## config.mk

```make
export PLATFORM = sky130hd
export DESIGN_NAME = iirdf1_front
export DESIGN_NICKNAME = d
export VERILOG_FILES = /design/src/design/iirdf1_pkg.sv /design/src/design/iirdf1_front.sv
export SDC_FILE = /design/constraint.sdc
export NUM_CORES = 1
export LEC_CHECK = 0
export CAP_MARGIN = 15
export CELL_PAD_IN_SITES_DETAIL_PLACEMENT = 1
export CELL_PAD_IN_SITES_GLOBAL_PLACEMENT = 2
export CORE_MARGIN = 5
export CORE_UTILIZATION = 44
export CTS_CLUSTER_SIZE = 30
export DETAILED_ROUTE_END_ITERATION = 6
export DONT_BUFFER_PORTS = 1
export PLACE_DENSITY_LB_ADDON = 0.08
export SYNTH_ARGS = -nofsm -noshare
export SYNTH_HDL_FRONTEND = slang
export SYNTH_SLANG_ARGS = --single-unit
```

## constraint.sdc

```tcl
create_clock -name clk -period 2.4 [get_ports clk]
set_clock_uncertainty 0.05 [all_clocks]
set_input_delay 0.36 -clock clk [delete_from_list [all_inputs] [get_ports clk]]
set_output_delay 0.36 -clock clk [all_outputs]
set_load 0.02 [all_outputs]
```

## src/design/iirdf1_pkg.sv

```systemverilog
// ----------------------------------------------------------------------------
// iirdf1_pkg
// Shared constants, register codes and beat types of the direct form I
// biquad filter.
// ----------------------------------------------------------------------------
package iirdf1_pkg;

	localparam int CHANNELS       = 4;
	localparam int COEF_FRAC_BITS = 14;

	localparam int CH_W       = 2;
	localparam int SAMPLE_W   = 16;
	localparam int COEF_W     = 18;
	localparam int CFG_IDX_W  = 3;
	localparam int HIST_IDX_W = (CHANNELS > 1) ? $clog2(CHANNELS) : 1;
	localparam int PROD_W     = COEF_W + SAMPLE_W;
	localparam int ACC_W      = PROD_W + 3;

	localparam int QUEUE_DEPTH = 2;
	localparam int QPTR_W      = $clog2(QUEUE_DEPTH);
	localparam int QCNT_W      = $clog2(QUEUE_DEPTH + 1);

	localparam int SAMPLE_MAX = 32767;
	localparam int SAMPLE_MIN = -32768;
	localparam int COEF_ONE   = 16384;

	typedef enum logic [CFG_IDX_W-1:0] {
		REG_FF_COEF_0 = 3'd0,
		REG_FF_COEF_1 = 3'd1,
		REG_FF_COEF_2 = 3'd2,
		REG_FB_COEF_1 = 3'd3,
		REG_FB_COEF_2 = 3'd4
	} cfg_reg_t;

	typedef struct packed {
		logic [CH_W-1:0]            channel;
		logic signed [SAMPLE_W-1:0] sample;
	} item_t;

	typedef struct packed {
		logic [CH_W-1:0]            channel;
		logic signed [SAMPLE_W-1:0] sample;
		logic                       clipped;
	} result_t;

	typedef struct packed {
		logic signed [SAMPLE_W-1:0] h1;
		logic signed [SAMPLE_W-1:0] h2;
	} hist_t;

endpackage

```

## src/design/iirdf1_front.sv

```systemverilog
// ----------------------------------------------------------------------------
// iirdf1_front
// Input side: a two-entry queue that takes sample beats and hands the
// oldest one to the filter datapath.
// ----------------------------------------------------------------------------
module iirdf1_front import iirdf1_pkg::*; (
	input  logic  clk,
	input  logic  arst_n,
	input  logic  push,
	input  item_t push_item,
	output logic  full,
	output logic  head_valid,
	output item_t head_item,
	input  logic  head_pop
);

	item_t             mem_q [QUEUE_DEPTH];
	logic [QPTR_W-1:0] wr_ptr_q;
	logic [QPTR_W-1:0] rd_ptr_q;
	logic [QCNT_W-1:0] count_q;
	logic              do_push;
	logic              do_pop;

	assign full       = (count_q == QCNT_W'(QUEUE_DEPTH));
	assign head_valid = (count_q != '0);
	assign head_item  = mem_q[rd_ptr_q];
	assign do_push    = push && !full;
	assign do_pop     = head_pop && head_valid;

	always_ff @(posedge clk) begin
		if (do_push) begin
			mem_q[wr_ptr_q] <= push_item;
		end
	end

	always_ff @(posedge clk or negedge arst_n) begin
		if (!arst_n) begin
			wr_ptr_q <= '0;
			rd_ptr_q <= '0;
			count_q  <= '0;
		end else begin
			if (do_push) begin
				wr_ptr_q <= wr_ptr_q + 1'b1;
			end
			if (do_pop) begin
				rd_ptr_q <= rd_ptr_q + 1'b1;
			end
			if (do_push && !do_pop) begin
				count_q <= count_q + 1'b1;
			end else if (do_pop && !do_push) begin
				count_q <= count_q - 1'b1;
			end
		end
	end

endmodule

```

* Word-level counts from Yosys, hierarchy flattened *
Memory sizes are Yosys's and may differ from the RTL's.
Index checks and enable logic that the tools add are counted.

cells by class
  $add $sub $neg = 4
  mux-type cells = 4
  reduce and logical (&&, ||, !) cells = 9
  equality and inequality tests = 1

operators by type and width
  kind                   number
  $logic_and A1 B1 Y1    4
  $mux W2                2
  $reduce_bool A2 Y1     2
  $logic_not A1 Y1       3
  $add A1 B1 Y1 const B  2
  $add A2 B1 Y2 const B  1
  $eq A2 B2 Y1 const B   1
  $mux W1                2
  $sub A2 B1 Y2 const B  1

word-level totals
  output and inout port bits = 20
  bits of input ports = 22
  RAM bits = 36
  word-level logic and storage cells = 22
  flip-flop bits (word level) = 4
  memories = 1

memory list
  memory  depth  bits a word  rd ports  clocked after memory_dff  wr ports  line                source
  mem_q   2      18           1         0                         1         iirdf1_front.sv:17  item_t mem_q [QUEUE_DEPTH];

* Longest topological paths before layout *
  depth after elaboration = 7
  gate-level depth with buffers = 7
  depth with buffers taken out = 7

* Least setup slack after synthesis *
OpenSTA, ideal clock, no wires.

  path kind = flip-flop to flip-flop
  from = reg count_q[0]
  to = mem mem_q[0][0] (netlist name), enable pin
  stages on the path, launching flop included = 4
  data required time = 1.958 ns
  arrival time = 1.400 ns
  buffers on the path = 0
  period minus slack after synthesis = 1.842 ns
  path slack = 0.558 ns
  library setup time = 0.392 ns
  cells stage by stage = dfrtp_1 > nand2b_1 > nand2_1 > nor2_1

between the ends
  word-level cells in the longest chain between the ends = 5

RTL lines
  what                           line                source
  start: declaration             iirdf1_front.sv:20  logic [QCNT_W-1:0] count_q;
  start signal: assignment       iirdf1_front.sv:49  count_q <= count_q + 1'b1;
  start signal: assignment       iirdf1_front.sv:51  count_q <= count_q - 1'b1;
  $eq A2 B2 Y1                   iirdf1_front.sv:24  assign full = (count_q == QCNT_W'(QUEUE_DEPTH));
  $logic_not A1 Y1               iirdf1_front.sv:27  assign do_push = push && !full;
  $logic_and A1 B1 Y1            iirdf1_front.sv:27
  $mux W1                        iirdf1_front.sv:31  if (do_push) begin
  $mux W1 (implied by the code)  iirdf1_front.sv:32  mem_q[wr_ptr_q] <= push_item;
  end: declaration               iirdf1_front.sv:17

Every way passes these cells.

==> impl_metrics.tcl <==
set metrics [dict create \
    cts_tree "done" \
    syn_area_um2 1549 \
    ir_worst_vdd_uv 481.4 \
    clock-sinks 40 \
    ys_warn_count 0 \
    ant_nets 0 \
    path_class "flip-flop to output port" \
    hold_ws_ns 0.07278 \
    fill_cells 353 \
    relSlewSlack 0.6327 \
    root_buffer "clkbuf_4" \
    synth_compound_area_frac 0 \
    tns_ns 0 \
    htreeDepth 2 \
    synth-simple-area-share 0.02342 \
    worstPathCellList "buf_4 -> mux2_4" \
    seqCellArea_um2 1181 \
    synth_fp_nets 98 \
    cts_resized 0 \
    end_kind "output port" \
    synth_cell_types 16 \
    grt_overflow_total 0 \
    nNetsFinal 108 \
    drv_slew 0 \
    die_area_um2 4807 \
    cts_made_buffers 5 \
    grt_pass1_wl_mm 4.002 \
    pwr_density_cell_nw_per_um2 1253 \
    multi_input_area_um2 331.6 \
    syn_avg_cell_area_um2 20.65 \
    design_area_um2 1664 \
    antenna_found_initial 0 \
    clockBufferDepth 2 \
    final-hold-violation-count 0 \
    period_needed_ns 2.060 \
    grt_usage 0.1095 \
    crit_fanout 13 \
    critPathLaunchType "flip-flop" \
    path_buf_inv 1 \
    setup_viol 0 \
    crit_arrival_ns 1.65 \
    wirelength_mm 2.420 \
    cp_slowest_cell "dfrtp_1" \
    post_drt_wl_per_cell_um 18.47 \
    drc 0 \
    firstDrtPassIters 2 \
    synthAdderAreaFrac 0.008078 \
    core_um2 3363 \
    die_h_um 69.34 \
    grt_max_degree 15 \
    post-route-period-util 0.8584 \
    synth_top_family_by_area "multiplexers" \
    max_freq_ghz 0.4854 \
    io_buffers 0 \
    diodes 0 \
    rsz0062_at_grt "false" \
    max_stage_delay_ns 0.71 \
    clock_latency_ns 0.32 \
    status "completed" \
    place_area_um2 1608 \
    grt_pass1_vias 721 \
    r2r-start "count_q[0]$_DFFE_PN0P_" \
    viasPerCell 4.916 \
    power_leakage_nw 0.6010 \
    gp_congestion 0.5879 \
    p_total_w 0.002086 \
    synth-seq-cells 40 \
    drive_gt1_frac 0.3529 \
    finalCoreUtilization 0.4948 \
    cts_setup_buffers 0 \
    area_delta_synth_final_pct 7.432 \
    drt_iter0_markers 26 \
    seq_area_frac_synth 0.7625 \
    synth-xor-area-share 0.02827 \
    worst_pin_slew_ns 0.5509 \
    maxCapViolCount 0 \
    vias 644 \
    hp-class "primary input to flip-flop" \
    yosys-mux-area-fraction 0.1527 \
    path_delay_family "flip-flops" \
    boundaryPins 42 \
    fp.dieW_um 69.34 \
    crit_path_start "rd_ptr_q$_DFFE_PN0P_" \
    syn_inst 75 \
    worstPathRequired_ns 1.99 \
    clk_pin_slew_worst_paths_ns 0.11 \
    initial_core_util 0.4606 \
    min-delay-start "push_item[8]" \
    rows 21 \
]
-- cells in the final DEF, fill, tap and decap left out, drive strengths merged --
cell type,netlist,layout
or2,1,1
nand2,2,2
mux2,18,18
nor2,2,2
nand2b,1,1
ha,1,1
clkinv,0,1
xnor2,3,3
xor2,2,2
edfxtp,36,36
buf,2,4
dfrtp,4,4
and3,1,1
dlygate4sd3,0,1
clkbuf,0,6
inv,2,2
-- power breakdown --
group	internal [W]	total (W)	leakage, nW	switching, W
combinational	0.000298	0.000729	0.192	0.000430
sequential	0.000959	0.00106	0.381	0.0000983
clock	0.000108	0.000300	0.0281	0.000191
total	0.00137	0.00209	0.601	0.000720
-- path summary, 6_finish.rpt --
kind	end	slack, ns	cells after the start
max	head_item[12]	0.34	2
min	mem_q[0][8]$_DFFE_PP_	0.07	0
max reg2reg	mem_q[0][16]$_DFFE_PP_	0.79	4
min reg2reg	count_q[1]$_DFFE_PN0P_	0.46	1
max in group asynchronous	wr_ptr_q$_DFFE_PN0N_	1.87	1
min in group asynchronous	count_q[1]$_DFFE_PN0P_	0.25	1
-- worst register-to-register path: stages, from the launching register on --
cell,delay [ns]
dfrtp_1,0.43
nand2b_1,0.17
nand2_1,0.12
nor2_2,0.25
buf_4,0.30
-- area by class of cell --
cell class                 instances  share of cell area
sequential                        40              0.7098
multi-input combinational         31              0.1992
tap                               46             0.03459
clock buffer                       6             0.02481
timing repair buffer               5             0.02406
inverter                           2            0.004511
clock inverter                     1            0.003008
-- timing repair --
action | CTS | global route
endpoints found under the setup margin | 0 | 0
endpoints found under the hold margin | 4 | 0
hold buffers | 1 | 0
-- kinds of logic after synthesis --
| family | count (synthesis) |
|---|---|
| XOR/XNOR | 5 |
| buffers and inverters | 4 |
| multiplexers | 18 |
| flip-flops | 40 |
| adder cells (fa/ha/maj) | 1 |
| AND/OR/NAND/NOR | 7 |
-- routing by layer --
metal,part of all wire,up-vias,GRT usage
met3,0.076,2,0.05072
met1,0.39,322,0.1295
met5,0,-,0
met4,0.0058,0,0.05206
met2,0.52,21,0.1684
li1,-,299,-
-- sequential cells by signal (all words and copies together) (netlist names) --
name	count
count_q	2
wr_ptr_q	1
rd_ptr_q	1
mem_q	36
-- synth_stat cells --
| library cell | count | share of area |
|---|---|---|
| and3_1 | 1 | 0.0040 |
| dfrtp_1 | 4 | 0.065 |
| mux2_2 | 9 | 0.065 |
| xor2_1 | 2 | 0.011 |
| xnor2_1 | 3 | 0.017 |
| mux2_4 | 9 | 0.087 |
| nand2b_1 | 1 | 0.0040 |
| buf_6 | 1 | 0.0073 |
| nor2_1 | 2 | 0.0048 |
| inv_1 | 2 | 0.0048 |
| nand2_1 | 1 | 0.0024 |
| ha_1 | 1 | 0.0081 |
| or2_1 | 1 | 0.0040 |
| buf_12 | 1 | 0.013 |
| nand2_2 | 1 | 0.0040 |
| edfxtp_1 | 36 | 0.70 |
-- per-stage QoR --
stage | setup slack (ns) | instances
2_1_floorplan | 0.5579 | 75
3_3_place_gp | 0.6878 | 123
3_5_place_dp | 0.6791 | 123
4_1_cts | 0.2776 | 131
5_1_grt | 0.1852 | 131
6_report | 0.3398 | 131
(Power assumes the default switching activity.)
