File: src/design/iirdf1_pkg.sv
// ----------------------------------------------------------------------------
// iirdf1_pkg
// Shared constants, register codes and beat types of the direct form I
// biquad filter.
// ----------------------------------------------------------------------------
package iirdf1_pkg;

	localparam int CHANNELS       = 4;
	localparam int COEF_FRAC_BITS = 14;

	localparam int CH_W       = 2;
	localparam int SAMPLE_W   = 16;
	localparam int COEF_W     = 18;
	localparam int CFG_IDX_W  = 3;
	localparam int HIST_IDX_W = (CHANNELS > 1) ? $clog2(CHANNELS) : 1;
	localparam int PROD_W     = COEF_W + SAMPLE_W;
	localparam int ACC_W      = PROD_W + 3;

	localparam int QUEUE_DEPTH = 2;
	localparam int QPTR_W      = $clog2(QUEUE_DEPTH);
	localparam int QCNT_W      = $clog2(QUEUE_DEPTH + 1);

	localparam int SAMPLE_MAX = 32767;
	localparam int SAMPLE_MIN = -32768;
	localparam int COEF_ONE   = 16384;

	typedef enum logic [CFG_IDX_W-1:0] {
		REG_FF_COEF_0 = 3'd0,
		REG_FF_COEF_1 = 3'd1,
		REG_FF_COEF_2 = 3'd2,
		REG_FB_COEF_1 = 3'd3,
		REG_FB_COEF_2 = 3'd4
	} cfg_reg_t;

	typedef struct packed {
		logic [CH_W-1:0]            channel;
		logic signed [SAMPLE_W-1:0] sample;
	} item_t;

	typedef struct packed {
		logic [CH_W-1:0]            channel;
		logic signed [SAMPLE_W-1:0] sample;
		logic                       clipped;
	} result_t;

	typedef struct packed {
		logic signed [SAMPLE_W-1:0] h1;
		logic signed [SAMPLE_W-1:0] h2;
	} hist_t;

endpackage

File: src/design/iirdf1_resq.sv
// ----------------------------------------------------------------------------
// iirdf1_resq
// Result side: a two-entry queue that holds filtered beats until the
// consumer pops them.
// ----------------------------------------------------------------------------
module iirdf1_resq import iirdf1_pkg::*; (
	input  logic    clk,
	input  logic    arst_n,
	input  logic    wr_en,
	input  result_t wr_data,
	output logic    wr_ready,
	output logic    empty,
	output result_t rd_data,
	input  logic    pop
);

	result_t           mem_q [QUEUE_DEPTH];
	logic [QPTR_W-1:0] wr_ptr_q;
	logic [QPTR_W-1:0] rd_ptr_q;
	logic [QCNT_W-1:0] count_q;
	logic              do_push;
	logic              do_pop;

	assign wr_ready = (count_q != QCNT_W'(QUEUE_DEPTH));
	assign empty    = (count_q == '0);
	assign rd_data  = mem_q[rd_ptr_q];
	assign do_push  = wr_en && wr_ready;
	assign do_pop   = pop && !empty;

	always_ff @(posedge clk) begin
		if (do_push) begin
			mem_q[wr_ptr_q] <= wr_data;
		end
	end

	always_ff @(posedge clk or negedge arst_n) begin
		if (!arst_n) begin
			wr_ptr_q <= '0;
			rd_ptr_q <= '0;
			count_q  <= '0;
		end else begin
			if (do_push) begin
				wr_ptr_q <= wr_ptr_q + 1'b1;
			end
			if (do_pop) begin
				rd_ptr_q <= rd_ptr_q + 1'b1;
			end
			if (do_push && !do_pop) begin
				count_q <= count_q + 1'b1;
			end else if (do_pop && !do_push) begin
				count_q <= count_q - 1'b1;
			end
		end
	end

endmodule

File: config.mk
export PLATFORM = sky130hd
export DESIGN_NAME = iirdf1_resq
export DESIGN_NICKNAME = d
export VERILOG_FILES = /design/src/design/iirdf1_pkg.sv /design/src/design/iirdf1_resq.sv
export SDC_FILE = /design/constraint.sdc
export NUM_CORES = 1
export LEC_CHECK = 0
export ABC_AREA = 1
export BUFFER_PORTS_ARGS = -buffer_cell sky130_fd_sc_hd__buf_4
export CORE_ASPECT_RATIO = 0.5
export CORE_MARGIN = 2
export CORE_UTILIZATION = 46
export CTS_CLUSTER_SIZE = 30
export DETAILED_ROUTE_END_ITERATION = 6
export PLACE_DENSITY = 0.74
export SETUP_SLACK_MARGIN = 0.1
export SYNTH_ARGS = -nofsm -noshare
export SYNTH_HDL_FRONTEND = slang
export SYNTH_SLANG_ARGS = --single-unit
File: constraint.sdc
create_clock -name clk -period 1.9 [get_ports clk]
set_clock_uncertainty 0.1 [all_clocks]
set_input_delay 0.38 -clock clk [delete_from_list [all_inputs] [get_ports clk]]
set_output_delay 0.38 -clock clk [all_outputs]
set_load 0.05 [all_outputs]
Yosys cells after proc, flatten, opt, wreduce, memory -nomap -nowiden
Memories as Yosys holds them, arrays and structs flattened. Cells that the tools add are included.

Register bits after elaboration: 4. Bits in writable memories: 38. Bits of input ports: 23. Output and inout port bits: 21. Word-level logic and storage cells: 22. Memories kept: 1.

$add $sub $neg: 4. Eq/ne operators: 1. Multiplexer cells: 4. Reduce and logical (&&, ||, !) cells: 9.

Memory list: mem_q (depth 2, bits a word 19, rd ports 1, clocked after Yosys merged registers in 0, wr ports 1, RTL line iirdf1_resq.sv:17) `result_t mem_q [QUEUE_DEPTH];`.

Operator list (number): $logic_and 1x1->1 (4); $mux 2 (2); $logic_not 1->1 (3); $add 1x1->1 const B (2); $add 2x1->2 const B (1); $logic_not 2->1 (1); $mux 1 (2); $ne 2x2->1 const B (1); $reduce_bool 2->1 (1); $sub 2x1->2 const B (1).

Logic depth before layout (Yosys ltp)
Depth in word-level cells: 6. Depth in mapped cells: 10. Gate-level depth less buffers: 10.

Worst setup path after synthesis
Ideal clock, no wire load.

Kind: register to register. Start point: register count_q[0]. End point: memory mem_q[1][0] (netlist name), enable pin. Library setup time: 0.395 ns. Arrival time: 1.634 ns. Data required time: 1.405 ns. Setup slack: -0.229 ns. Cell stages (with the launch flop): 5. Buffers on the path: 0. Clock period less this slack: 2.129 ns. Path through: dfrtp_1 -> inv_2 -> nand2_2 -> nand2_2 -> nor2_1.

Longest elaborated chain between the ends: 4.

RTL lines: from (decl) (RTL line iirdf1_resq.sv:20) `logic [QCNT_W-1:0] count_q;`; from (signal assigned) (RTL line iirdf1_resq.sv:49) `count_q <= count_q + 1'b1;`; from (signal assigned) (RTL line iirdf1_resq.sv:51) `count_q <= count_q - 1'b1;`; $ne 2x2->1 (RTL line iirdf1_resq.sv:24) `assign wr_ready = (count_q != QCNT_W'(QUEUE_DEPTH));`; net wr_ready (RTL line iirdf1_resq.sv:11) `output logic wr_ready,`; $logic_and 1x1->1 (RTL line iirdf1_resq.sv:27) `assign do_push = wr_en && wr_ready;`; $mux 1 (RTL line iirdf1_resq.sv:31) `if (do_push) begin`; $mux 1 (not written as such) (RTL line iirdf1_resq.sv:32) `mem_q[wr_ptr_q] <= wr_data;`; to (decl) (RTL line iirdf1_resq.sv:17).

The timed path passes the listed nets, and every way through them passes these cells.

==> flow_metrics.env <==
export IMPL_cts_max_level=2
export IMPL_setup_ws_ps=182
export IMPL_min_period_over_period_pct=90.4
export IMPL_hp_class="in -> reg"
export IMPL_root_buffer="clkbuf_8"
export IMPL_synthToLayoutAreaGrowth_pct=34.3
export IMPL_p_leak_nw=0.954
export IMPL_netlist_area_sq_um=1600
export IMPL_wl_met3_um=120
export IMPL_grt_max_degree=16
export IMPL_fin_tns_setup_ps=0
export IMPL_dp_hpwl_um=1910
export IMPL_power_w=0.00396
export IMPL_synth_cell_type_count=15
export IMPL_rrSetupSlack_ps=380
export IMPL_synthTopCellsByArea="edfxtp_1, nand2_1, dfrtp_1, inv_1, buf_2"
export IMPL_start_kind="register"
export IMPL_cts_sinks=42
export IMPL_syn_avg_cell_area_sq_um=12.5
export IMPL_dr_max_layer_used="met4"
export IMPL_dieHeight_um=45.7
export IMPL_muxShareOfSynthArea_pct=0
export IMPL_hp_start="wr_data[13]"
export IMPL_cts_tree="done"
export IMPL_initial_core_util_pct=47.4
export IMPL_rows=15
export IMPL_drc=0
export IMPL_routed_wl_met2_um=1380
export IMPL_end_kind="output pin"
export IMPL_r2r_cells=9
export IMPL_insertedDiodeCount=0
export IMPL_synth_xor_area_share_pct=1.09
export IMPL_synth_top_cell_by_area="edfxtp_1"
export IMPL_clock_latency_ps=280
export IMPL_synth_top_family_by_area="simple AND/OR/NAND/NOR gates"
export IMPL_multiInputGateArea_sq_um=319
export IMPL_max_freq_mhz=582
export IMPL_finalNetCount=207
export IMPL_drtIter0Drc=54
export IMPL_synth_compound_gate_area_share_pct=0.313
export IMPL_cp_required_ps=1420
export IMPL_fillers=249
export IMPL_power_density_nw_per_um2=1840
export IMPL_worst_pin_slew_ps=311
export IMPL_clkTransAtPathRegs_ps=70
export IMPL_vias_per_cell=4.64
export IMPL_worst_setup_path_type="reg -> out"
export IMPL_ant_nets=0
export IMPL_first_pass_iters=4
export IMPL_synth_simple_gate_area_share_pct=17.4
export IMPL_globalRouteOverflowTotal=0
export IMPL_holdPathEnd="mem_q[0][13]$_DFFE_PP_"
export IMPL_status="finished, final reports clean"
export IMPL_cts_buffers=5
export IMPL_drv_cap=0
export IMPL_dp_slack_ps=393
export IMPL_cts_buffer_depth=2
export IMPL_ios=44
export IMPL_grt_use_total_pct=14.5
export IMPL_syn_inst=128
export IMPL_gp_congestion=0.737
export IMPL_reg2reg_to="count_q[1]$_DFFE_PN0P_"
export IMPL_die_area_sq_um=4000
export IMPL_wl_per_cell_um=12.2
export IMPL_antenna_found_initial=0
export IMPL_hold_violations=0
export IMPL_finalSetupViolCount=0
export IMPL_grt_setup_unrepaired="no"
export IMPL_grt_pass1_wl_um=4090
export IMPL_syn_num_nets=152
export IMPL_area_sequential_sq_um=1240
export IMPL_dieWidth_um=87.4
export IMPL_irDropWorstVdd_uv=786
export IMPL_yosysWarnings=0
export IMPL_synth_top_cell_area_share_pct=71.2
export IMPL_r2r_start="count_q[0]$_DFFE_PN0P_"
export IMPL_ys_seq_area_share_pct=77.5
export IMPL_core_area_sq_um=3380
export IMPL_startpoint="rd_ptr_q$_DFFE_PN0P_"
export IMPL_layout_min_cycle_time_ps=1720
export IMPL_drt_wl_total_um=2740
export IMPL_grt_pass1_vias=968
export IMPL_relSlewSlack_pct=79.3
export IMPL_cp_max_fo=9
export IMPL_port_buffers=43
export IMPL_post_cts_buffers=0
export IMPL_drive_gt1_share_pct=34.1
export IMPL_ys_ff_latch=42
export IMPL_synth_adder_area_share_pct=0.781
export IMPL_whs_path_depth=1
export IMPL_arrival_ps=1240
export IMPL_m1WireLength_um=1200
export IMPL_vias=1039
export IMPL_slew_violations=0
## through the flow
stage                     util [%]  cells  hold WS, ps  instance area, sq um
final                         63.7    224          183                  2150
after global routing          63.7    224          168                  2150
after CTS                     62.4    223          177                  2110
after detailed placement      60.0    216         79.3                  2030
after global placement        60.0    216         78.9                  2030
after floorplan                  -    128        -15.6                  1610
## how the worst max path moves through the flow
stage,endpoint,depth (start not counted)
finish,rd_data[8],5
global route,rd_data[14],5
CTS,rd_data[18],5
detailed placement,count_q[1]$_DFFE_PN0P_,9
global placement,count_q[1]$_DFFE_PN0P_,9
floorplan,mem_q[0][0]$_DFFE_PP_,4
## state kept, by name (all words and copies together) (netlist names)
register	cells
count_q	2
mem_q	38
rd_ptr_q	1
wr_ptr_q	1
## cell usage after synthesis
master	count
nand2_2	2
nand3_1	1
buf_2	4
inv_2	1
o21ai_0	1
edfxtp_1	38
nor2_1	3
xor2_1	1
inv_1	6
nand3b_1	1
ha_1	1
dfrtp_1	4
xnor2_1	1
nand4_1	1
nand2_1	63
## critical path, cell delays in order (launching register included)
cell,delay (ps)
dfrtp_1,400
inv_2,90
buf_6,140
nand2_1,50
nand2_1,70
buf_4,200
## cell type report
| cell class | instances | area share [%] |
|---|---|---|
| clock inverter | 1 | 0.175 |
| sequential | 42 | 57.7 |
| inverter | 7 | 1.22 |
| timing repair buffer | 52 | 20.4 |
| multi-input combinational | 75 | 14.8 |
| tap | 42 | 2.44 |
| clock buffer | 5 | 3.20 |
## cell usage in the layout, fill, tap and decap left out, types with 2 or more instances in the layout
cell / synthesis / final
nand2_1: 63 / 63
buf_4: 0 / 41
edfxtp_1: 38 / 38
buf_6: 0 / 9
inv_1: 6 / 5
clkbuf_8: 0 / 5
dfrtp_1: 4 / 4
inv_2: 1 / 2
nand2_2: 2 / 2
nor2_2: 0 / 2
## cells by family after synthesis
| logic type | count (synthesis) |
|---|---|
| compound gates | 1 |
| xor+xnor | 2 |
| fa+ha+maj | 1 |
| buf+inv | 11 |
| flops | 42 |
| simple gates | 71 |
## power breakdown
group | leakage (nW) | total, W | internal (W) | switching, W
Clock | 0.0375 | 0.000495 | 0.000239 | 0.000256
Sequential | 0.401 | 0.00136 | 0.00127 | 0.0000857
Combinational | 0.515 | 0.00211 | 0.000665 | 0.00144
Total | 0.954 | 0.00396 | 0.00218 | 0.00178
## layer usage
| metal | track usage [%] | up-vias |
|---|---|---|
| met4 | 5.54 | 0 |
| met5 | 0 | - |
| met2 | 24.2 | 25 |
| li1 | - | 528 |
| met1 | 17.7 | 482 |
| met3 | 5.62 | 4 |
## repair_timing
action / 4_1_cts / 5_1_grt
resized for setup: 0 / 12
hold buffers: 1 / 0
setup endpoints to repair: 0 / 19
endpoints found under the hold margin: 4 / 0
Note: power is estimated with default switching activity, not from simulation.
